--- src/sv/assert_macros.svh ---
// ----------------------------------------------------------------------------
// Assertion macros
// Shared concurrent assertion shorthands for the Modbus RTU response parser.
// ----------------------------------------------------------------------------
`ifndef ASSERT_MACROS_SVH
`define ASSERT_MACROS_SVH

`ifndef SYNTHESIS

// property must hold at every edge outside reset
`define ASSERT_ALWAYS(lbl, clk, rstn, prop, msg) \
	lbl: assert property (@(posedge clk) disable iff (!rstn) (prop)) else $error(msg);

// same-cycle implication
`define ASSERT_IMPLY(lbl, clk, rstn, ante, cons, msg) \
	lbl: assert property (@(posedge clk) disable iff (!rstn) (ante) |-> (cons)) else $error(msg);

// next-cycle implication
`define ASSERT_NEXT(lbl, clk, rstn, ante, cons, msg) \
	lbl: assert property (@(posedge clk) disable iff (!rstn) (ante) |=> (cons)) else $error(msg);

`else

`define ASSERT_ALWAYS(lbl, clk, rstn, prop, msg)
`define ASSERT_IMPLY(lbl, clk, rstn, ante, cons, msg)
`define ASSERT_NEXT(lbl, clk, rstn, ante, cons, msg)

`endif

`endif

--- src/sv/mbrp_pkg.sv ---
// ----------------------------------------------------------------------------
// mbrp_pkg
// Types, constants and the CRC-16 step shared by the response parser files.
// ----------------------------------------------------------------------------
`default_nettype none

package mbrp_pkg;

	// frame limits
	localparam int MAX_FRAME = 256;
	localparam int POS_W     = $clog2(MAX_FRAME + 1);

	// field widths
	localparam int BYTE_W = 8;
	localparam int FUNC_W = 7;
	localparam int WIDX_W = 11;
	localparam int WORD_W = 16;

	// CRC-16, reflected
	localparam logic [WORD_W-1:0] CRC_INIT = 16'hFFFF;
	localparam logic [WORD_W-1:0] CRC_POLY = 16'hA001;

	// protocol constants
	localparam logic [BYTE_W-1:0] EXC_FLAG      = 8'h80;
	localparam int                MIN_LEN       = 4;
	localparam int                READ_OVERHEAD = 5;
	localparam logic [FUNC_W-1:0] FN_READ_FIRST = 7'd1;
	localparam logic [FUNC_W-1:0] FN_BITS_LAST  = 7'd2;
	localparam logic [FUNC_W-1:0] FN_READ_LAST  = 7'd4;
	localparam int                HDR_LEN       = 3;

	typedef enum logic [1:0] {
		ST_OK        = 2'd0,
		ST_CRC_ERR   = 2'd1,
		ST_FRAME_ERR = 2'd2,
		ST_EXCEPTION = 2'd3
	} status_t;

	typedef enum logic [1:0] {
		REG_SLAVE     = 2'd0,
		REG_FUNCTION  = 2'd1,
		REG_MAX_WORDS = 2'd2
	} cfg_reg_t;

	typedef enum logic [1:0] {
		DESC_NONE,
		DESC_BITS,
		DESC_WORD,
		DESC_STATUS
	} desc_kind_t;

	typedef struct packed {
		logic [BYTE_W-1:0] slave;
		logic [FUNC_W-1:0] func;
		logic [WIDX_W-1:0] max_words;
	} cfg_t;

	// work handed from the frame checker to the output expander
	typedef struct packed {
		desc_kind_t        kind;
		logic [BYTE_W-1:0] bits;
		logic [3:0]        count;
		logic [WIDX_W-1:0] index;
		logic [WORD_W-1:0] word;
		status_t           status;
		logic [BYTE_W-1:0] exc;
	} desc_t;

	// one byte through the reflected CRC-16
	function automatic logic [WORD_W-1:0] crc16_byte(input logic [WORD_W-1:0] crc,
		input logic [BYTE_W-1:0] b);
		logic [WORD_W-1:0] c;
		c = crc ^ {8'h00, b};
		for (int k = 0; k < 8; k++) begin
			if (c[0]) begin
				c = (c >> 1) ^ CRC_POLY;
			end else begin
				c = c >> 1;
			end
		end
		return c;
	endfunction

endpackage

`default_nettype wire

--- src/sv/mbrp_chan_if.sv ---
// ----------------------------------------------------------------------------
// mbrp channel interfaces
// Valid/ready channels for received bytes and for parser result items.
// ----------------------------------------------------------------------------
`default_nettype none

interface mbrp_in_if import mbrp_pkg::*; ();
	logic              valid;
	logic              ready;
	logic [BYTE_W-1:0] rx_byte;
	logic              end_of_frame;

	modport source(output valid, output rx_byte, output end_of_frame, input ready);
	modport sink(input valid, input rx_byte, input end_of_frame, output ready);
endinterface

interface mbrp_out_if import mbrp_pkg::*; ();
	logic              valid;
	logic              ready;
	logic              is_status;
	logic [WIDX_W-1:0] word_index;
	logic [WORD_W-1:0] data_word;
	logic [1:0]        status;
	logic [BYTE_W-1:0] exception_code;
	logic              last_result;

	modport source(output valid, output is_status, output word_index, output data_word,
		output status, output exception_code, output last_result, input ready);
	modport sink(input valid, input is_status, input word_index, input data_word,
		input status, input exception_code, input last_result, output ready);
endinterface

`default_nettype wire

--- src/sv/modbus_rtu_response_parser_unit.sv ---
// ----------------------------------------------------------------------------
// modbus_rtu_response_parser_unit
// Modbus RTU response parser: CRC-16 check, header checks, data extraction.
// ----------------------------------------------------------------------------
//  channel    dir  handshake            payload
//  byte_in    in   valid/ready          rx_byte, end_of_frame
//  item_out   out  valid/ready          is_status, word_index, data_word,
//                                       status, exception_code, last_result
//  cfg        in   cfg_we (no wait)     cfg_index, cfg_wdata
//
// One byte per cycle while each byte yields at most one result item and item_out is ready.
// A coil/input byte yields up to 8 items, one per cycle from the output
// expander while item_out is ready, so the input stalls behind it.
// A byte's first item passes two registers: input register, then expander.
// Reset clears all frame state; item_out stall backs up into byte_in.ready.
// ----------------------------------------------------------------------------
`default_nettype none
`include "assert_macros.svh"

module modbus_rtu_response_parser_unit import mbrp_pkg::*; (
	input  wire logic              clk,
	input  wire logic              arst_n,
	mbrp_in_if.sink                byte_in,
	mbrp_out_if.source             item_out,
	input  wire logic              cfg_we,
	input  wire logic [1:0]        cfg_index,
	input  wire logic [WIDX_W-1:0] cfg_wdata
);

	cfg_t              cfg_q;
	desc_t             desc;
	logic              desc_push;
	logic              dn_free;
	logic              advance;

	// output expander
	logic              s2_valid_q;
	logic [2:0]        rem_q;
	logic [6:0]        shift_q;
	logic              is_status_q;
	logic [WIDX_W-1:0] index_q;
	logic [WORD_W-1:0] word_q;
	status_t           status_q;
	logic [BYTE_W-1:0] exc_q;
	logic              last_q;

	// configuration registers
	always_ff @(posedge clk or negedge arst_n) begin
		if (!arst_n) begin
			cfg_q.slave     <= 8'd1;
			cfg_q.func      <= 7'd3;
			cfg_q.max_words <= 11'd125;
		end else if (cfg_we) begin
			case (cfg_reg_t'(cfg_index))
				REG_SLAVE:     cfg_q.slave     <= cfg_wdata[BYTE_W-1:0];
				REG_FUNCTION:  cfg_q.func      <= cfg_wdata[FUNC_W-1:0];
				REG_MAX_WORDS: cfg_q.max_words <= cfg_wdata;
				default: ;
			endcase
		end
	end

	mbrp_frame_check u_check (
		.clk       (clk),
		.arst_n    (arst_n),
		.cfg       (cfg_q),
		.byte_in   (byte_in),
		.dn_free   (dn_free),
		.desc      (desc),
		.desc_push (desc_push)
	);

	// expander is free once its last item goes out
	assign dn_free = !s2_valid_q || (item_out.ready && rem_q == 3'd0);
	assign advance = s2_valid_q && item_out.ready && (rem_q != 3'd0);

	always_ff @(posedge clk or negedge arst_n) begin
		if (!arst_n) begin
			s2_valid_q <= 1'b0;
			rem_q      <= '0;
		end else if (desc_push) begin
			s2_valid_q <= 1'b1;
			rem_q      <= (desc.kind == DESC_BITS) ? 3'(desc.count - 4'd1) : 3'd0;
		end else if (advance) begin
			rem_q <= rem_q - 3'd1;
		end else if (item_out.ready) begin
			s2_valid_q <= 1'b0;
		end
	end

	// item payload, shifted out one bit per transaction for coil bytes
	always_ff @(posedge clk) begin
		if (desc_push) begin
			is_status_q <= (desc.kind == DESC_STATUS);
			last_q      <= (desc.kind == DESC_STATUS);
			index_q     <= desc.index;
			word_q      <= desc.word;
			status_q    <= desc.status;
			exc_q       <= desc.exc;
			shift_q     <= desc.bits[7:1];
		end else if (advance) begin
			index_q <= index_q + WIDX_W'(1);
			word_q  <= {15'd0, shift_q[0]};
			shift_q <= shift_q >> 1;
		end
	end

	assign item_out.valid          = s2_valid_q;
	assign item_out.is_status      = is_status_q;
	assign item_out.word_index     = index_q;
	assign item_out.data_word      = word_q;
	assign item_out.status         = status_q;
	assign item_out.exception_code = exc_q;
	assign item_out.last_result    = last_q;

	`ASSERT_IMPLY(a_status_last, clk, arst_n, s2_valid_q, last_q == is_status_q, "status item without last flag")
	`ASSERT_IMPLY(a_burst_data, clk, arst_n, s2_valid_q && rem_q != 3'd0, !is_status_q, "status inside bit burst")
	`ASSERT_NEXT(a_burst_index, clk, arst_n, advance, index_q == $past(index_q) + WIDX_W'(1), "bit index not stepping")

endmodule

`default_nettype wire

--- src/sv/mbrp_frame_check.sv ---
// ----------------------------------------------------------------------------
// mbrp_frame_check
// Input register plus per-frame state: CRC, header capture, byte position.
// Turns each byte into at most one work descriptor for the output expander.
// ----------------------------------------------------------------------------
`default_nettype none
`include "assert_macros.svh"

module mbrp_frame_check import mbrp_pkg::*; (
	input  wire logic  clk,
	input  wire logic  arst_n,
	input  wire cfg_t  cfg,
	mbrp_in_if.sink    byte_in,
	input  wire logic  dn_free,
	output desc_t      desc,
	output logic       desc_push
);

	// input stage
	logic              s1_valid_q;
	logic [BYTE_W-1:0] s1_byte_s1;
	logic              s1_eof_s1;

	// frame state
	logic [WORD_W-1:0] crc_q;
	logic [WORD_W-1:0] crc_prev_q;
	logic [BYTE_W-1:0] prev_byte_q;
	logic [POS_W-1:0]  pos_q;
	logic [BYTE_W-1:0] slave_q;
	logic [BYTE_W-1:0] fc_q;
	logic [BYTE_W-1:0] bc_q;
	logic [BYTE_W-1:0] hold_q;

	logic              go;
	logic              overflow;
	logic [POS_W-1:0]  d;
	logic              read_fn;
	logic              hdr_match;
	logic              data_ok;
	logic [WIDX_W-1:0] base;
	logic [WIDX_W-1:0] room;
	logic [WIDX_W-1:0] reg_idx;
	logic [POS_W:0]    len;
	logic [WORD_W-1:0] recv;
	logic [POS_W:0]    bc_len;

	// byte decode
	always_comb begin
		overflow  = pos_q >= POS_W'(MAX_FRAME);
		d         = pos_q - POS_W'(HDR_LEN);
		read_fn   = (cfg.func >= FN_READ_FIRST) && (cfg.func <= FN_READ_LAST);
		hdr_match = (slave_q == cfg.slave) && (fc_q == {1'b0, cfg.func});
		data_ok   = (pos_q >= POS_W'(HDR_LEN)) && !overflow && !s1_eof_s1 &&
			hdr_match && read_fn && (d < POS_W'(bc_q));
		base      = {d[7:0], 3'b000};
		room      = cfg.max_words - base;
		reg_idx   = {4'b0000, d[7:1]};
		len       = {1'b0, pos_q} + (POS_W+1)'(1);
		recv      = {s1_byte_s1, prev_byte_q};
		bc_len    = (POS_W+1)'(bc_q) + (POS_W+1)'(READ_OVERHEAD);

		desc        = '0;
		desc.kind   = DESC_NONE;
		desc.status = ST_OK;
		if (s1_eof_s1) begin
			desc.kind = DESC_STATUS;
			if (overflow || len < (POS_W+1)'(MIN_LEN)) begin
				desc.status = ST_FRAME_ERR;
			end else if (crc_prev_q != recv) begin
				desc.status = ST_CRC_ERR;
			end else if (slave_q != cfg.slave) begin
				desc.status = ST_FRAME_ERR;
			end else if (fc_q == ({1'b0, cfg.func} | EXC_FLAG)) begin
				desc.status = ST_EXCEPTION;
				if (len >= (POS_W+1)'(READ_OVERHEAD)) begin
					desc.exc = bc_q;
				end
			end else if (fc_q != {1'b0, cfg.func}) begin
				desc.status = ST_FRAME_ERR;
			end else if (read_fn) begin
				if (len < (POS_W+1)'(READ_OVERHEAD) || bc_len != len) begin
					desc.status = ST_FRAME_ERR;
				end
			end
		end else if (data_ok) begin
			if (cfg.func <= FN_BITS_LAST) begin
				// coil / input bits, LSB first, clipped at max_words
				if (base < cfg.max_words) begin
					desc.kind  = DESC_BITS;
					desc.bits  = s1_byte_s1;
					desc.index = base;
					desc.word  = {15'd0, s1_byte_s1[0]};
					desc.count = (room >= WIDX_W'(8)) ? 4'd8 : room[3:0];
				end
			end else if (d[0] && (reg_idx < cfg.max_words)) begin
				// register, big-endian pair
				desc.kind  = DESC_WORD;
				desc.index = reg_idx;
				desc.word  = {hold_q, s1_byte_s1};
			end
		end
	end

	assign go            = s1_valid_q && ((desc.kind == DESC_NONE) || dn_free);
	assign desc_push     = go && (desc.kind != DESC_NONE);
	assign byte_in.ready = !s1_valid_q || go;

	// input register payload
	always_ff @(posedge clk) begin
		if (byte_in.valid && byte_in.ready) begin
			s1_byte_s1 <= byte_in.rx_byte;
			s1_eof_s1  <= byte_in.end_of_frame;
		end
	end

	// input valid and frame state
	always_ff @(posedge clk or negedge arst_n) begin
		if (!arst_n) begin
			s1_valid_q  <= 1'b0;
			crc_q       <= CRC_INIT;
			crc_prev_q  <= CRC_INIT;
			prev_byte_q <= '0;
			pos_q       <= '0;
			slave_q     <= '0;
			fc_q        <= '0;
			bc_q        <= '0;
			hold_q      <= '0;
		end else begin
			if (byte_in.ready) begin
				s1_valid_q <= byte_in.valid;
			end
			if (go) begin
				if (s1_eof_s1) begin
					crc_q       <= CRC_INIT;
					crc_prev_q  <= CRC_INIT;
					prev_byte_q <= '0;
					pos_q       <= '0;
					slave_q     <= '0;
					fc_q        <= '0;
					bc_q        <= '0;
					hold_q      <= '0;
				end else begin
					crc_q       <= crc16_byte(crc_q, s1_byte_s1);
					crc_prev_q  <= crc_q;
					prev_byte_q <= s1_byte_s1;
					if (!overflow) begin
						pos_q <= pos_q + POS_W'(1);
					end
					if (pos_q == POS_W'(0)) begin
						slave_q <= s1_byte_s1;
					end
					if (pos_q == POS_W'(1)) begin
						fc_q <= s1_byte_s1;
					end
					if (pos_q == POS_W'(2)) begin
						bc_q <= s1_byte_s1;
					end
					// first byte of a register pair
					if (data_ok && !d[0]) begin
						hold_q <= s1_byte_s1;
					end
				end
			end
		end
	end

	`ASSERT_ALWAYS(a_pos_bound, clk, arst_n, pos_q <= POS_W'(MAX_FRAME), "byte position past frame limit")
	`ASSERT_IMPLY(a_eof_status, clk, arst_n, go && s1_eof_s1, desc_push && desc.kind == DESC_STATUS, "frame end without status")
	`ASSERT_NEXT(a_eof_clear, clk, arst_n, go && s1_eof_s1, pos_q == '0 && crc_q == CRC_INIT, "frame state not cleared")

endmodule

`default_nettype wire
--- src/flat_wrapper.sv ---
// flat-port wrapper written by rule: the top's interface ports become plain ports
module modbus_rtu_response_parser_unit_flat import mbrp_pkg::*;
  (clk, arst_n, cfg_we, cfg_index, cfg_wdata, byte_in_valid, byte_in_rx_byte, byte_in_end_of_frame, byte_in_ready, item_out_valid, item_out_is_status, item_out_word_index, item_out_data_word, item_out_status, item_out_exception_code, item_out_last_result, item_out_ready);
  mbrp_in_if byte_in_i ();
  mbrp_out_if item_out_i ();
  input  wire logic clk;
  input  wire logic arst_n;
  input  wire logic cfg_we;
  input  wire logic [1:0] cfg_index;
  input  wire logic [WIDX_W-1:0] cfg_wdata;
  input wire logic [$bits(byte_in_i.valid)-1:0] byte_in_valid;
  input wire logic [$bits(byte_in_i.rx_byte)-1:0] byte_in_rx_byte;
  input wire logic [$bits(byte_in_i.end_of_frame)-1:0] byte_in_end_of_frame;
  output wire logic [$bits(byte_in_i.ready)-1:0] byte_in_ready;
  output wire logic [$bits(item_out_i.valid)-1:0] item_out_valid;
  output wire logic [$bits(item_out_i.is_status)-1:0] item_out_is_status;
  output wire logic [$bits(item_out_i.word_index)-1:0] item_out_word_index;
  output wire logic [$bits(item_out_i.data_word)-1:0] item_out_data_word;
  output wire logic [$bits(item_out_i.status)-1:0] item_out_status;
  output wire logic [$bits(item_out_i.exception_code)-1:0] item_out_exception_code;
  output wire logic [$bits(item_out_i.last_result)-1:0] item_out_last_result;
  input wire logic [$bits(item_out_i.ready)-1:0] item_out_ready;
  assign byte_in_i.valid = byte_in_valid;
  assign byte_in_i.rx_byte = byte_in_rx_byte;
  assign byte_in_i.end_of_frame = byte_in_end_of_frame;
  assign byte_in_ready = byte_in_i.ready;
  assign item_out_valid = item_out_i.valid;
  assign item_out_is_status = item_out_i.is_status;
  assign item_out_word_index = item_out_i.word_index;
  assign item_out_data_word = item_out_i.data_word;
  assign item_out_status = item_out_i.status;
  assign item_out_exception_code = item_out_i.exception_code;
  assign item_out_last_result = item_out_i.last_result;
  assign item_out_i.ready = item_out_ready;
  modbus_rtu_response_parser_unit u_core (.clk(clk), .arst_n(arst_n), .byte_in(byte_in_i), .item_out(item_out_i), .cfg_we(cfg_we), .cfg_index(cfg_index), .cfg_wdata(cfg_wdata));
endmodule
--- config.mk ---
export PLATFORM = sky130hd
export DESIGN_NAME = modbus_rtu_response_parser_unit_flat
export DESIGN_NICKNAME = d
export VERILOG_FILES = /design/src/sv/mbrp_pkg.sv /design/src/sv/mbrp_chan_if.sv /design/src/sv/modbus_rtu_response_parser_unit.sv /design/src/sv/mbrp_frame_check.sv /design/src/flat_wrapper.sv
export VERILOG_INCLUDE_DIRS = /design/src /design/src/sv
export SDC_FILE = /design/constraint.sdc
export NUM_CORES = 1
export LEC_CHECK = 0
export CAP_MARGIN = 5
export CORE_UTILIZATION = 45
export DETAILED_ROUTE_END_ITERATION = 10
export DONT_BUFFER_PORTS = 1
export PLACE_DENSITY_LB_ADDON = 0.1
export REMOVE_ABC_BUFFERS = 1
export SYNTH_ARGS = -nofsm -noshare
export SYNTH_HDL_FRONTEND = slang
export SYNTH_SLANG_ARGS = --single-unit
--- constraint.sdc ---
create_clock -name clk -period 5.35 [get_ports clk]
set_clock_uncertainty 0.15 [all_clocks]
set_input_delay 0 -clock clk [delete_from_list [all_inputs] [get_ports clk]]
set_output_delay 0 -clock clk [all_outputs]
set_load 0.02 [all_outputs]
After elaboration in Yosys (flattened, before gate mapping)
Cells that the tools add are included.
{"block": "word_totals", "output_inout_bits": 41, "in_bits": 27, "ff_bits": 166}
{"block": "classes", "bitwise_logic": 12, "n_reduce_logical": 48, "eq_ne": 15, "addsub": 8, "mux": 64, "magnitude_cmp": 12}
{"cell": "16-bit two-way mux", "n": 26}
{"cell": "8-bit two-way mux", "n": 9}
{"cell": "41-bit two-way mux", "n": 1}
{"cell": "40-bit two-way mux", "n": 1}
{"cell": "39-bit two-way mux", "n": 1}
{"cell": "27-bit two-way mux", "n": 1}
{"cell": "2-bit NOT with 3-bit output", "n": 8}
{"cell": "23-bit two-way mux", "n": 1}
{"cell": "11-bit two-way mux", "n": 2}
{"cell": "10-bit by 3-bit less-than comparator with 1-bit output, second input constant", "n": 2}
{"cell": "2-bit two-way mux", "n": 10}
{"cell": "9-bit two-way mux", "n": 2}
{"cell": "2-bit AND reduction", "n": 9}
{"cell": "8-bit equality test", "n": 2}
{"cell": "16-bit inequality test", "n": 1}
{"cell": "16-bit by 8-bit XOR with 16-bit output", "n": 1}
{"cell": "1-bit logical AND", "n": 15}
{"cell": "7-bit two-way mux", "n": 2}
{"cell": "2-bit nonzero test", "n": 7}
{"cell": "12-bit two-way mux", "n": 1}
{"cell": "11-bit by 1-bit adder with 11-bit output, second input constant", "n": 1}
{"cell": "11-bit by 4-bit greater-or-equal comparator with 1-bit output, second input constant", "n": 1}
{"cell": "11-bit less-than comparator", "n": 1}
{"cell": "7-bit by 11-bit less-than comparator with 1-bit output", "n": 1}
{"cell": "other kinds (35)", "n": 53}

Depth between registers and ports, before layout
Gate-level depths: netlist of run 1.
{"block": "logic_depth", "word_depth": 40, "ltp_mapped": 18, "mapped_depth_nobuf": 17}

Modules after synthesis
Synthesis of run 1 repeated with hierarchy kept, for this count alone.
{"block": "unflattened", "hier_cells": 863, "area_unflattened_um2": 9031.2}
{"mod": "mbrp_frame_check", "instances": 1, "seq_area_each_um2": 2230.9, "area_each_um2": 5900.7, "cells_each": 651}
{"mod": "modbus_rtu_response_parser_unit", "instances": 1, "seq_area_each_um2": 2113.3, "area_each_um2": 3130.5, "cells_each": 212}

Least setup slack after synthesis of run 1
No wires, ideal clock.
{"block": "synth_path", "path_kind": "flip-flop to flip-flop", "start": "reg u_core.u_check.pos_q[2]", "end": "reg u_core.word_q[0], in the netlist u_core.item_out.data_word[0] (enable)", "setup_slack_ns": 0.810, "t_required_ns": 4.808, "synth_period_minus_slack_ns": 4.540, "setup_time_ns": 0.392, "stages_incl_launch_ff": 16, "arrival_ns": 3.999, "path_cell_list": "dfrtp_1 -> buf_6 -> or2_1 -> or4_4 -> a21oi_1 -> xnor2_1 -> inv_1 -> ha_1 -> and4b_1 -> nand4_1 -> nand3_1 -> a211oi_1 -> or2_2 -> a32oi_4 -> buf_2 -> nand2_1"}
{"block": "synth_between", "elab_chain_len": 14, "word_cells_on_any_way": 24}
{"item": "from (decl)", "line_no": "mbrp_frame_check.sv:28", "rtl": "logic [POS_W-1:0] pos_q;"}
{"item": "from (signal assigned)", "line_no": "mbrp_frame_check.sv:147", "rtl": "pos_q <= pos_q + POS_W'(1);"}
{"item": "branches (longest 7 deep; another with 7-bit by 11-bit less-than comparator with 1-bit output)"}
{"item": "41-bit two-way mux *", "line_no": "mbrp_frame_check.sv:85", "rtl": "end else if (data_ok) begin"}
{"item": "2-bit two-way mux *", "line_no": "mbrp_frame_check.sv:65", "rtl": "if (s1_eof_s1) begin"}
{"item": "2-bit logical NOT", "line_no": "mbrp_frame_check.sv:104", "rtl": "assign go = s1_valid_q && ((desc.kind == DESC_NONE) || dn_free);"}
{"item": "1-bit logical OR", "line_no": "mbrp_frame_check.sv:104"}
{"item": "1-bit logical AND", "line_no": "mbrp_frame_check.sv:104"}
{"item": "1-bit logical AND *", "line_no": "mbrp_frame_check.sv:105", "rtl": "assign desc_push = go && (desc.kind != DESC_NONE);"}
{"item": "2-bit nonzero test (no line) *"}
{"item": "to (signal assigned)", "line_no": "modbus_rtu_response_parser_unit.sv:97", "rtl": "word_q <= desc.word;"}
{"item": "to (signal assigned)", "line_no": "modbus_rtu_response_parser_unit.sv:103", "rtl": "word_q <= {15'd0, shift_q[0]};"}
{"item": "to (decl)", "line_no": "modbus_rtu_response_parser_unit.sv:42", "rtl": "logic [WORD_W-1:0] word_q;"}
Every way passes the cells marked *.
A chain may end at the register's enable or synchronous reset.

Final worst setup path of run 1
{"block": "layout_path", "start": "reg u_core.u_check.pos_q[0]", "end": "reg u_core.u_check.pos_q[3]"}
{"block": "layout_between", "elab_chain_len": 13, "word_cells_on_any_way": 26}
{"item": "branches (longest 13 deep; another with 7-bit by 11-bit less-than comparator with 1-bit output)"}
Several ways; the timed one is not identified. The select of a mux whose other input is x is not followed.

==> out/metrics.cfg, run 1 <==
[drt]
wire_per_inst_um = 19.4
dr_total_vias = 6277
ant_nets = 0
drc = 0
wirelength_mm = 21.8
drt_first_pass_iters = 5
first_iter_violations = 469
viasPerCell = 5.58

[floorplan]
core_um2 = 18900
rows = 50
initial_core_util_pct = 46.5
die_w_um = 142
fp.dieH_um = 142
ios = 68
dieArea_um2 = 20100

[synthesis]
yosys_warnings = 0
synth.yosys.seq_area_share_pct = 49.5
synth_edf_count = 54
synth_fa_ha_area_share_pct = 4.93
synthSimpleGateAreaFrac_pct = 15.2
synthFlopType = dfrtp_1
synth_top_family_by_area = simple AND/OR/NAND/NOR gates
muxShareOfSynthArea_pct = 6.64
synth-xor-area-share_pct = 8.08
syn_inst = 822
avgSynthCellArea_um2 = 10.7
synth-compound-area-share_pct = 12.4
synth-seq-cells = 161
syn-cell-area_um2 = 8780
synth.distinct_cells = 71
async_flop_share_pct = 66.5

[setup_path]
cp_slowest_cell = a31oi_1
critical_path_class = register to register
cp.buffers_inverters = 2
r2r_slack_ns = 0.62
critical-path-top-delay-family = compound AO/OA/AOI/OAI gates
cp-end-kind = register
worst-path-max-fanout = 12
arrival_ns = 4.96
cp_data_required_time_ns = 5.57
worstPathCellList = ha_1, nor2_1, xnor2_1, inv_1, ha_1, o21ai_0, a21oi_1, o311ai_0, a211oi_1, buf_4, or2_2, a31oi_1, o21ai_0, a21bo_2
critPathLaunchType = register
cp_slowest_stage_delay_ns = 0.84

[layout]
syn2layout_area_growth_pct = 13.8
diodes = 0
layout.nets = 912
fin_util_pct = 52.9
drive_gt1_share_pct = 17.2

[sta]
worst_pin_slew_ns = 1.03
setup_viol = 0
finalHoldViolations = 0
worst_slack_ns = 0.615
maxClockFrequency_mhz = 211
slew_violations = 0
hold_ws_ns = 0.0343
fin_crit_ns = 4.73
finalSetupTns_ns = 0
max_slew_margin_pct = 31.1
rsz0062_at_grt = false
fin_crit_sh_pct = 88.5

[clock_tree]
cts_made_buffers = 17
cts_tree = built
ctsRootBufferMaster = clkbuf_16
clockBufferDepth = 2
insertion_delay_ns = 0.44
clk_pin_slew_ns = 0.07
clock-sinks = 161
cts_setup_buffers = 0
cts_max_level = 4

[run_status]
outcome = finished clean

[placement]
globalplace.congestion = 0.885
portBuffers = 0
pre_cts_ws_ns = 0.673
dp_hpwl_mm = 15.3

[grt]
antenna_found_initial = 0
grt_pass1_vias = 6267
grt_pass1_wl_mm = 35.1
gr-total-overflow = 0
grt_use_total_pct = 23.0
grt_max_degree = 108

[power]
power_density_nw_per_um2 = 602
leakage_nw = 4.08
ir_worst_vdd_v = 0.000301

[hold_path]
holdCritPathClass = input pin to async pin

[run]
max-cap-violations = 0

==> path summary, 6_finish.rpt <==
| kind | start | end | depth (start not counted) |
|---|---|---|---|
| worst min register to register | u_core.u_check.crc_q[11] | u_core.u_check.crc_q[11] | 2 |
| worst min-delay path | arst_n | u_core.cfg_q[7] | 2 |
| worst max-delay path | u_core.u_check.pos_q[0] | u_core.u_check.pos_q[3] | 14 |
| min in group clk | byte_in_rx_byte[1] | u_core.u_check.s1_byte_s1[1] | 1 |
| max in group asynchronous | arst_n | u_core.u_check.crc_prev_q[7] | 2 |
| worst max register to register | u_core.u_check.pos_q[0] | u_core.u_check.pos_q[3] | 14 |
==> layout make-up <==
cell class	instances	area, µm²
Timing Repair Buffer	49	468
Sequential cell	161	4340
Fill cell	1699	8900
Multi-Input combinational cell	590	4150
Tap cell	260	325
Inverter	32	120
Clock inverter	13	138
Clock buffer	19	453
==> cells in the final DEF (no fill, tap or decap), drive strengths merged, types with 3 or more instances in the layout <==
master	count
o31ai	7
dfrtp	71
or4	4
nand4	8
clkbuf	19
dfstp	36
and3	17
a221o	5
clkinv	3
or2	7
nand3	24
and2	12
o21ai	49
nor2b	15
o22ai	3
a22o	10
xor2	24
nor4	13
a21oi	26
mux2	46
nor2	56
nand3b	4
dlygate4sd3	32
a31oi	14
nand2	88
nor3	8
xnor2	57
inv	40
ha	33
a21o	6
edfxtp	54
buf	17
nand2b	4
nor3b	3
or3	4
o311ai	10
==> power by group <==
| part | switching, W | internal [W] | leakage (nW) | total (W) |
|---|---|---|---|---|
| logic | 0.00135 | 0.00108 | 1.98 | 0.00243 |
| clock network | 0.000563 | 0.000684 | 0.291 | 0.00125 |
| registers | 0.000514 | 0.00183 | 1.80 | 0.00235 |
==> sequential cells by signal, indices dropped and copies added (netlist names) <==
signal                          cells
u_core.u_check.fc_q                 8
u_core.shift_q                      7
u_core.item_out.status              2
u_core.u_check.s1_valid_q           1
u_core.u_check.crc_q               16
u_core.item_out.data_word          16
u_core.item_out.word_index         11
u_core.u_check.pos_q                9
u_core.item_out.exception_code      8
u_core.u_check.crc_prev_q          11
u_core.item_out.valid               1
u_core.u_check.prev_byte_q          8
u_core.u_check.hold_q               8
u_core.u_check.slave_q              8
u_core.u_check.s1_byte_s1           8
u_core.cfg_q                       26
u_core.u_check.bc_q                 8
u_core.rem_q                        3
u_core.u_check.s1_eof_s1            1
u_core.item_out.is_status           1
==> kinds of logic after synthesis <==
kind of cell    Yosys count
mux                      48
flops                   161
xor+xnor                 81
simple gates            271
buf+inv                  71
compound gates          156
fa+ha+maj                34
==> metal layers <==
layer | share of wire [%] | routed length, µm | up-vias | track usage [%]
li1 | - | - | 3002 | -
met1 | 47 | 10300 | 3104 | 31.8
met2 | 47 | 10300 | 153 | 37.0
met3 | 4.3 | 942 | 18 | 4.29
met4 | 1.2 | 262 | 0 | 6.45
met5 | 0 | 0 | - | 0
==> synth_stat cells, drive strengths merged (12+ instances only) <==
cell / count / area [µm²]
nand2: 88 / 330
dfrtp: 71 / 1780
xnor2: 57 / 499
nor2: 56 / 213
edfxtp: 54 / 1620
o21ai: 49 / 245
mux2: 46 / 563
dfstp: 36 / 946
ha: 33 / 413
inv: 32 / 120
clkbuf: 30 / 113
a21oi: 26 / 130
nand3: 24 / 120
xor2: 24 / 210
and3: 17 / 106
nor2b: 15 / 93.8
a31oi: 14 / 87.6
nor4: 13 / 81.3
and2: 12 / 75.1
==> timing repair <==
action | in CTS | in global routing
endpoints found under the setup margin | 0 | 0
gates resized for setup | 0 | 0
hold buffers | 33 | 0
endpoints found under the hold margin | 156 | 0
==> through the flow <==
stage | std cells | power, W | instance area, µm²
5_1_grt | 1124 | 0.00643 | 9990
3_5_place_dp | 1059 | 0.00473 | 9060
4_1_cts | 1124 | 0.00604 | 9990
2_1_floorplan | 783 | 0.00407 | 8610
3_3_place_gp | 1059 | 0.00468 | 9060
6_report | 1124 | 0.00602 | 9990
Note: power is estimated with default switching activity, not from simulation.
==> run 2: changes to the inputs <==
--- a/config.mk
+++ b/config.mk
@@ -8,9 +8,9 @@
 export LEC_CHECK = 0
 export CAP_MARGIN = 5
 export CORE_UTILIZATION = 45
+export CTS_CLUSTER_DIAMETER = 30
 export DETAILED_ROUTE_END_ITERATION = 10
 export DONT_BUFFER_PORTS = 1
-export PLACE_DENSITY_LB_ADDON = 0.1
 export REMOVE_ABC_BUFFERS = 1
 export SYNTH_ARGS = -nofsm -noshare
 export SYNTH_HDL_FRONTEND = slang
==> run 2 against run 1 <==
Net effect: the run now ends with negative hold slack left; global-route usage is 0.72 points lower; highest routed layer unchanged; hold slack got worse by 0.062 ns; critical endpoint unchanged; final cell count shrank 0.44%; die area did not move; largest cell class unchanged; maximum frequency decreased by 2.8%; critical path depth fell by 1; non-clock buffer count shrank 5; setup slack got worse by 0.14 ns.
==> out/metrics.cfg, run 2 (synthesis results as in run 1) <==
[floorplan]
initial_core_util_pct = 46.5  ; unchanged
ios = 68  ; unchanged
fp.dieH_um = 142  ; unchanged
die_w_um = 142  ; unchanged
rows = 50  ; unchanged
core_um2 = 18900  ; unchanged
dieArea_um2 = 20100  ; unchanged

[layout]
drive_gt1_share_pct = 17.1  ; was 17.2%
mostFrequentLayoutCells = 88 x nand2_1, 71 x dfrtp_1, 57 x xnor2_1, 55 x nor2_1, 54 x edfxtp_1  ; unchanged
layout.nets = 907  ; was 912
fillers = 1714  ; was 1699
largest_reg_flops = 26  ; unchanged
top_register = u_core.cfg_q  ; unchanged
final_common_cell = nand2_1  ; unchanged
syn2layout_area_growth_pct = 13.2  ; was 13.8%
final_area_um2 = 9940  ; was 9990 µm²
diodes = 0  ; unchanged

[drt]
ant_nets = 0  ; unchanged
drt_first_pass_iters = 5  ; unchanged
viasPerCell = 5.55  ; was 5.58
drc = 0  ; unchanged
wirelength_mm = 21.3  ; was 21.8 mm
wire_per_inst_um = 19.0  ; was 19.4 µm
dr_total_vias = 6216  ; was 6277
first_iter_violations = 540  ; was 469

[run]
max-cap-violations = 0  ; unchanged

[sta]
finalHoldViolations = 7  ; was 0
worst_pin_slew_ns = 0.957  ; was 1.03 ns
hold_ws_ns = -0.0274  ; was 0.0343 ns
rsz0062_at_grt = false  ; unchanged
max_slew_margin_pct = 35.9  ; was 31.1%
fin_crit_ns = 4.87  ; was 4.73 ns
worst_slack_ns = 0.476  ; was 0.615 ns
slew_violations = 0  ; unchanged
finalSetupTns_ns = 0  ; unchanged
setup_viol = 0  ; unchanged
maxClockFrequency_mhz = 205  ; was 211 MHz
fin_crit_sh_pct = 91.1  ; was 88.5%

[clock_tree]
cts_tree = built  ; unchanged
clk_pin_slew_ns = 0.07  ; about the same
insertion_delay_ns = 0.42  ; was 0.44 ns
cts_setup_buffers = 0  ; unchanged
clockBufferDepth = 2  ; unchanged
ctsRootBufferMaster = clkbuf_16  ; unchanged
cts_max_level = 4  ; unchanged
clock-sinks = 161  ; unchanged
cts_made_buffers = 17  ; unchanged
cts_resized = 0  ; unchanged

[setup_path]
r2r_end = u_core.u_check.pos_q[3]  ; unchanged
cp.buffers_inverters = 1  ; was 2
worstPathCellList = ha_1, nor2_1, xnor2_1, inv_1, ha_1, o21ai_0, a21oi_1, o311ai_0, a211oi_1, or2_2, a31oi_1, o21ai_0, a21bo_2  ; was ha_1, nor2_1, xnor2_1, inv_1, ha_1, o21ai_0, a21oi_1, o311ai_0, a211oi_1, buf_4, or2_2, a31oi_1, o21ai_0, a21bo_2
cp_slowest_stage_delay_ns = 0.80  ; was 0.84 ns
arrival_ns = 5.08  ; was 4.96 ns
critical_path_class = register to register  ; unchanged
cp_data_required_time_ns = 5.56  ; was 5.57 ns
timing.rr.start = u_core.u_check.pos_q[0]  ; unchanged
cp_slowest_cell = a31oi_1  ; unchanged
r2r_slack_ns = 0.48  ; was 0.62 ns
worst-path-max-fanout = 12  ; unchanged
critPathLaunchType = register  ; unchanged
critical-path-top-delay-family = compound AO/OA/AOI/OAI gates  ; unchanged
r2r_cells = 13  ; was 14
cp-end-kind = register  ; unchanged

[placement]
placed_area_um2 = 9050  ; was 9060 µm²
globalplace.congestion = 0.871  ; was 0.885
dp_hpwl_mm = 15.2  ; was 15.3 mm
pre_cts_ws_ns = 0.583  ; was 0.673 ns
portBuffers = 0  ; unchanged

[hold_path]
holdCritPathClass = input pin to async pin  ; unchanged

[grt]
gr-total-overflow = 0  ; unchanged
grt_pass1_vias = 6262  ; was 6267
top_usage_layer = met2  ; unchanged
use_met2_pct = 35.9  ; was 37.0%
grt_pass1_wl_mm = 34.2  ; was 35.1 mm
met3_usage_pct = 3.95  ; was 4.29%
antenna_found_initial = 0  ; unchanged
grt_max_degree = 108  ; unchanged
grt_use_total_pct = 22.3  ; was 23.0%
grt_use_met1_pct = 30.2  ; was 31.8%

[power]
leakage_nw = 4.05  ; was 4.08 nW
ir_worst_vdd_v = 0.000304  ; was 0.000301 V
power_density_nw_per_um2 = 598  ; was 602 nW/µm²
finalPower_w = 0.00594  ; was 0.00602 W

[run_status]
violations = negative hold slack
outcome = finished, violations left  ; was finished clean

run 2: cell types whose count changed in the layout (fill, tap and decap cells not counted), moves of 2 or more:
cell / previous run / this run
inv_4: 0 / 5
buf_4: 16 / 13
dlygate4sd3_1: 32 / 29
inv_6: 5 / 2
inv_8: 3 / 1
run 2: through the flow:
step / std cells / utilization [%]
after global placement: 1057 / 47.9
after global routing: 1119 / 52.6
after CTS: 1119 / 52.6
after floorplan: 783 / -
after detailed placement: 1057 / 47.9
final: 1119 / 52.6
run 2: timing repair:
item	CTS	global route
endpoints found under the setup margin	0	0
endpoints found under the hold margin	156	0
hold buffers	30	0
run 2: cell type report:
class	instances	area, µm²	share of cell area [%]
sequential	161	4340	43.7
multi-input combinational	590	4150	41.8
clock buffer	19	443	4.45
timing repair buffer	44	435	4.38
tap	260	325	3.27
clock inverter	13	123	1.23
inverter	32	120	1.21
run 2: worst max-delay path by stage:
stage	depth (start not counted)	endpoint	startpoint
3_5_place_dp	13	u_core.u_check.pos_q[3]	u_core.u_check.pos_q[0]
3_3_place_gp	16	u_core.rem_q[2]	u_core.u_check.pos_q[0]
4_1_cts	13	u_core.u_check.pos_q[3]	u_core.u_check.pos_q[0]
6_report	13	u_core.u_check.pos_q[3]	u_core.u_check.pos_q[0]
2_1_floorplan	11	u_core.item_out.data_word[0]	u_core.u_check.pos_q[0]
5_1_grt	13	u_core.u_check.pos_q[3]	u_core.u_check.pos_q[0]
run 2: metal layers:
metal / vias up / wire length (µm)
met1: 3064 / 10100
met3: 30 / 823
met2: 138 / 9980
met4: 0 / 403
met5: - / 0
li1: 2984 / -
run 2: power breakdown:
group	total (W)	switching, W	internal, W
combinational	0.00242	0.00134	0.00108
clock	0.00118	0.000514	0.000661
sequential	0.00234	0.000511	0.00183
==> run 3: changes to the inputs <==
--- a/config.mk
+++ b/config.mk
@@ -7,11 +7,13 @@
 export NUM_CORES = 1
 export LEC_CHECK = 0
 export CAP_MARGIN = 5
-export CORE_UTILIZATION = 45
+export CELL_PAD_IN_SITES_DETAIL_PLACEMENT = 1
+export CELL_PAD_IN_SITES_GLOBAL_PLACEMENT = 2
+export CORE_UTILIZATION = 42
 export CTS_CLUSTER_DIAMETER = 30
 export DETAILED_ROUTE_END_ITERATION = 10
 export DONT_BUFFER_PORTS = 1
-export REMOVE_ABC_BUFFERS = 1
+export PLACE_DENSITY_LB_ADDON = 0.1
 export SYNTH_ARGS = -nofsm -noshare
 export SYNTH_HDL_FRONTEND = slang
 export SYNTH_SLANG_ARGS = --single-unit
==> run 3 against run 2 <==
Net effect: the flow still finishes with violations (negative hold slack); setup slack improved by 0.033 ns; sequential power barely moved; non-clock buffer count grew 5.
==> out/metrics.cfg, run 3 (synthesis results as in run 1) <==
[setup_path]
cp.buffers_inverters = 3  ; was 1
cp_data_required_time_ns = 5.57  ; was 5.56 ns
worstPathCellList = ha_1, nor2b_1, nor2_1, inv_1, ha_1, nand2b_1, a21oi_1, o311ai_0, a211oi_1, buf_4, or2_2, a32oi_4, inv_2, o21ai_0, o221a_2  ; was ha_1, nor2_1, xnor2_1, inv_1, ha_1, o21ai_0, a21oi_1, o311ai_0, a211oi_1, or2_2, a31oi_1, o21ai_0, a21bo_2
cp_slowest_cell = dfrtp_1  ; was a31oi_1
cp-end-kind = register  ; unchanged
r2r_cells = 15  ; was 13
r2r_slack_ns = 0.51  ; was 0.48 ns
critPathLaunchType = register  ; unchanged
critPathLaunch = u_core.u_check.pos_q[0]  ; unchanged
cp_slowest_stage_delay_ns = 0.60  ; was 0.80 ns
critical-path-top-delay-family = compound AO/OA/AOI/OAI gates  ; unchanged
worst-path-max-fanout = 17  ; was 12
critical_path_class = register to register  ; unchanged
crit_path_frequent_cell = ha_1
timing.rr.start = u_core.u_check.pos_q[0]  ; unchanged
arrival_ns = 5.06  ; was 5.08 ns
r2r_end = u_core.rem_q[2]  ; was u_core.u_check.pos_q[3]
cp_num_cells = 15  ; was 13
crit_path_end = u_core.rem_q[2]  ; was u_core.u_check.pos_q[3]

[layout]
drive_gt1_share_pct = 17.4  ; was 17.1%
final_area_um2 = 9980  ; was 9940 µm²
mostFrequentLayoutCells = 88 x nand2_1, 71 x dfrtp_1, 57 x xnor2_1, 55 x nor2_1, 54 x edfxtp_1  ; unchanged
layout.nets = 912  ; was 907
diodes = 0  ; unchanged
syn2layout_area_growth_pct = 13.6  ; was 13.2%
fillers = 2188  ; was 1714
top_register = u_core.cfg_q  ; unchanged
final_common_cell = nand2_1  ; unchanged
largest_reg_flops = 26  ; unchanged

[sta]
maxClockFrequency_mhz = 207  ; was 205 MHz
fin_crit_sh_pct = 90.5  ; was 91.1%
worst_pin_slew_ns = 1.20  ; was 0.957 ns
fin_crit_ns = 4.84  ; was 4.87 ns
hold_ws_ns = -0.00908  ; was -0.0274 ns
slew_violations = 0  ; unchanged
setup_viol = 0  ; unchanged
finalHoldViolations = 3  ; was 7
rsz0062_at_grt = false  ; unchanged
finalSetupTns_ns = 0  ; unchanged
max_slew_margin_pct = 19.5  ; was 35.9%

[hold_path]
holdCritPathClass = input pin to async pin  ; unchanged

[floorplan]
rows = 52  ; was 50
ios = 68  ; unchanged
dieArea_um2 = 21500  ; was 20100 µm²
die_w_um = 147  ; was 142 µm
fp.dieH_um = 147  ; was 142 µm
core_um2 = 20400  ; was 18900 µm²
initial_core_util_pct = 43.1  ; was 46.5%

[clock_tree]
clk_pin_slew_ns = 0.07  ; about the same
cts_tree = built  ; unchanged
cts_made_buffers = 17  ; unchanged
clock-sinks = 161  ; unchanged
ctsRootBufferMaster = clkbuf_16  ; unchanged
cts_max_level = 4  ; unchanged
insertion_delay_ns = 0.43  ; was 0.42 ns
clockBufferDepth = 2  ; unchanged

[power]
leakage_nw = 4.07  ; was 4.05 nW
ir_worst_vdd_v = 0.000300  ; was 0.000304 V
power_density_nw_per_um2 = 602  ; was 598 nW/µm²

[run_status]
outcome = finished, violations left  ; unchanged
violations = negative hold slack  ; unchanged

[drt]
wire_per_inst_um = 21.1  ; was 19.0 µm
viasPerCell = 5.55  ; about the same
wirelength_mm = 23.9  ; was 21.3 mm
drc = 0  ; unchanged
drt_first_pass_iters = 4  ; was 5
first_iter_violations = 336  ; was 540
dr_total_vias = 6297  ; was 6216
ant_nets = 0  ; unchanged

[grt]
antenna_found_initial = 0  ; unchanged
grt_pass1_wl_mm = 38.9  ; was 34.2 mm
gr-total-overflow = 0  ; unchanged
grt_max_degree = 108  ; unchanged
grt_pass1_vias = 6845  ; was 6262
grt_use_total_pct = 23.7  ; was 22.3%

[placement]
portBuffers = 0  ; unchanged
placed_area_um2 = 9080  ; was 9050 µm²
globalplace.congestion = 0.882  ; was 0.871
dp_hpwl_mm = 16.9  ; was 15.2 mm

[run]
max-cap-violations = 0  ; unchanged

[synthesis]
synth_fp_nets = 883

==> run 3: cell types whose count changed in the layout (fill, tap and decap cells not counted), sizes merged <==
cell / before / now
dlygate4sd3: 29 / 31
clkinvlp: 2 / 0
bufinv: 1 / 0
clkbuf: 19 / 18
inv: 40 / 41
buf: 15 / 18
clkinv: 2 / 5
==> run 3: how the worst min path moves through the flow <==
| stage | slack (ns) | startpoint | endpoint | depth (start not counted) |
|---|---|---|---|---|
| final | -0.009 | arst_n | u_core.rem_q[2] | 2 |
| after detailed placement | -0.44 | arst_n | u_core.rem_q[1] | 0 |
| after floorplan | -0.45 | arst_n | u_core.cfg_q[10] | 0 |
| after CTS | 0.03 | arst_n | u_core.rem_q[2] | 2 |
| after global routing | 0.01 | arst_n | u_core.rem_q[2] | 2 |
| after global placement | -0.44 | arst_n | u_core.rem_q[2] | 0 |
==> run 3: metal layers <==
metal / part of all wire [%] / global-route usage [%]
met5: 0 / 0
met4: 1.3 / 6.25
met3: 3.5 / 4.75
met2: 50 / 39.2
met1: 46 / 31.5
==> run 3: final cells by class <==
| type | instances | area (µm²) | area share [%] |
|---|---|---|---|
| clock inverters | 14 | 119 | 1.19 |
| flip-flops and latches | 161 | 4340 | 43.5 |
| clock buffers | 18 | 429 | 4.30 |
| well taps | 270 | 338 | 3.39 |
| multi-input cells | 590 | 4150 | 41.6 |
| repair buffers | 49 | 475 | 4.76 |
| inverters | 32 | 120 | 1.20 |
==> run 3: timing repair <==
action | in CTS | in global routing
endpoints found under the setup margin | 0 | 1
hold endpoints to repair | 156 | 0
hold buffers | 32 | 0
setup buffers | 0 | 0
resized for setup | 0 | 1
==> run 3: where the power goes <==
| group | leakage [nW] | internal, W | switching, W |
|---|---|---|---|
| registers | 1.80 | 0.00183 | 0.000525 |
| clock network | 0.277 | 0.000610 | 0.000546 |
| logic | 1.99 | 0.00109 | 0.00140 |
| total | 4.07 | 0.00354 | 0.00248 |
==> run 3: stage by stage <==
step	setup slack, ns	std cells	hold slack [ns]	power, W	util (%)
global route	0.191	1134	0.0102	0.00645	49.0
floorplan	0.810	822	-0.446	0.00412	-
global placement	0.623	1069	-0.443	0.00472	44.6
CTS	0.306	1133	0.0261	0.00606	48.9
finish	0.509	1134	-0.00908	0.00601	49.0
detailed placement	0.387	1069	-0.443	0.00481	44.6
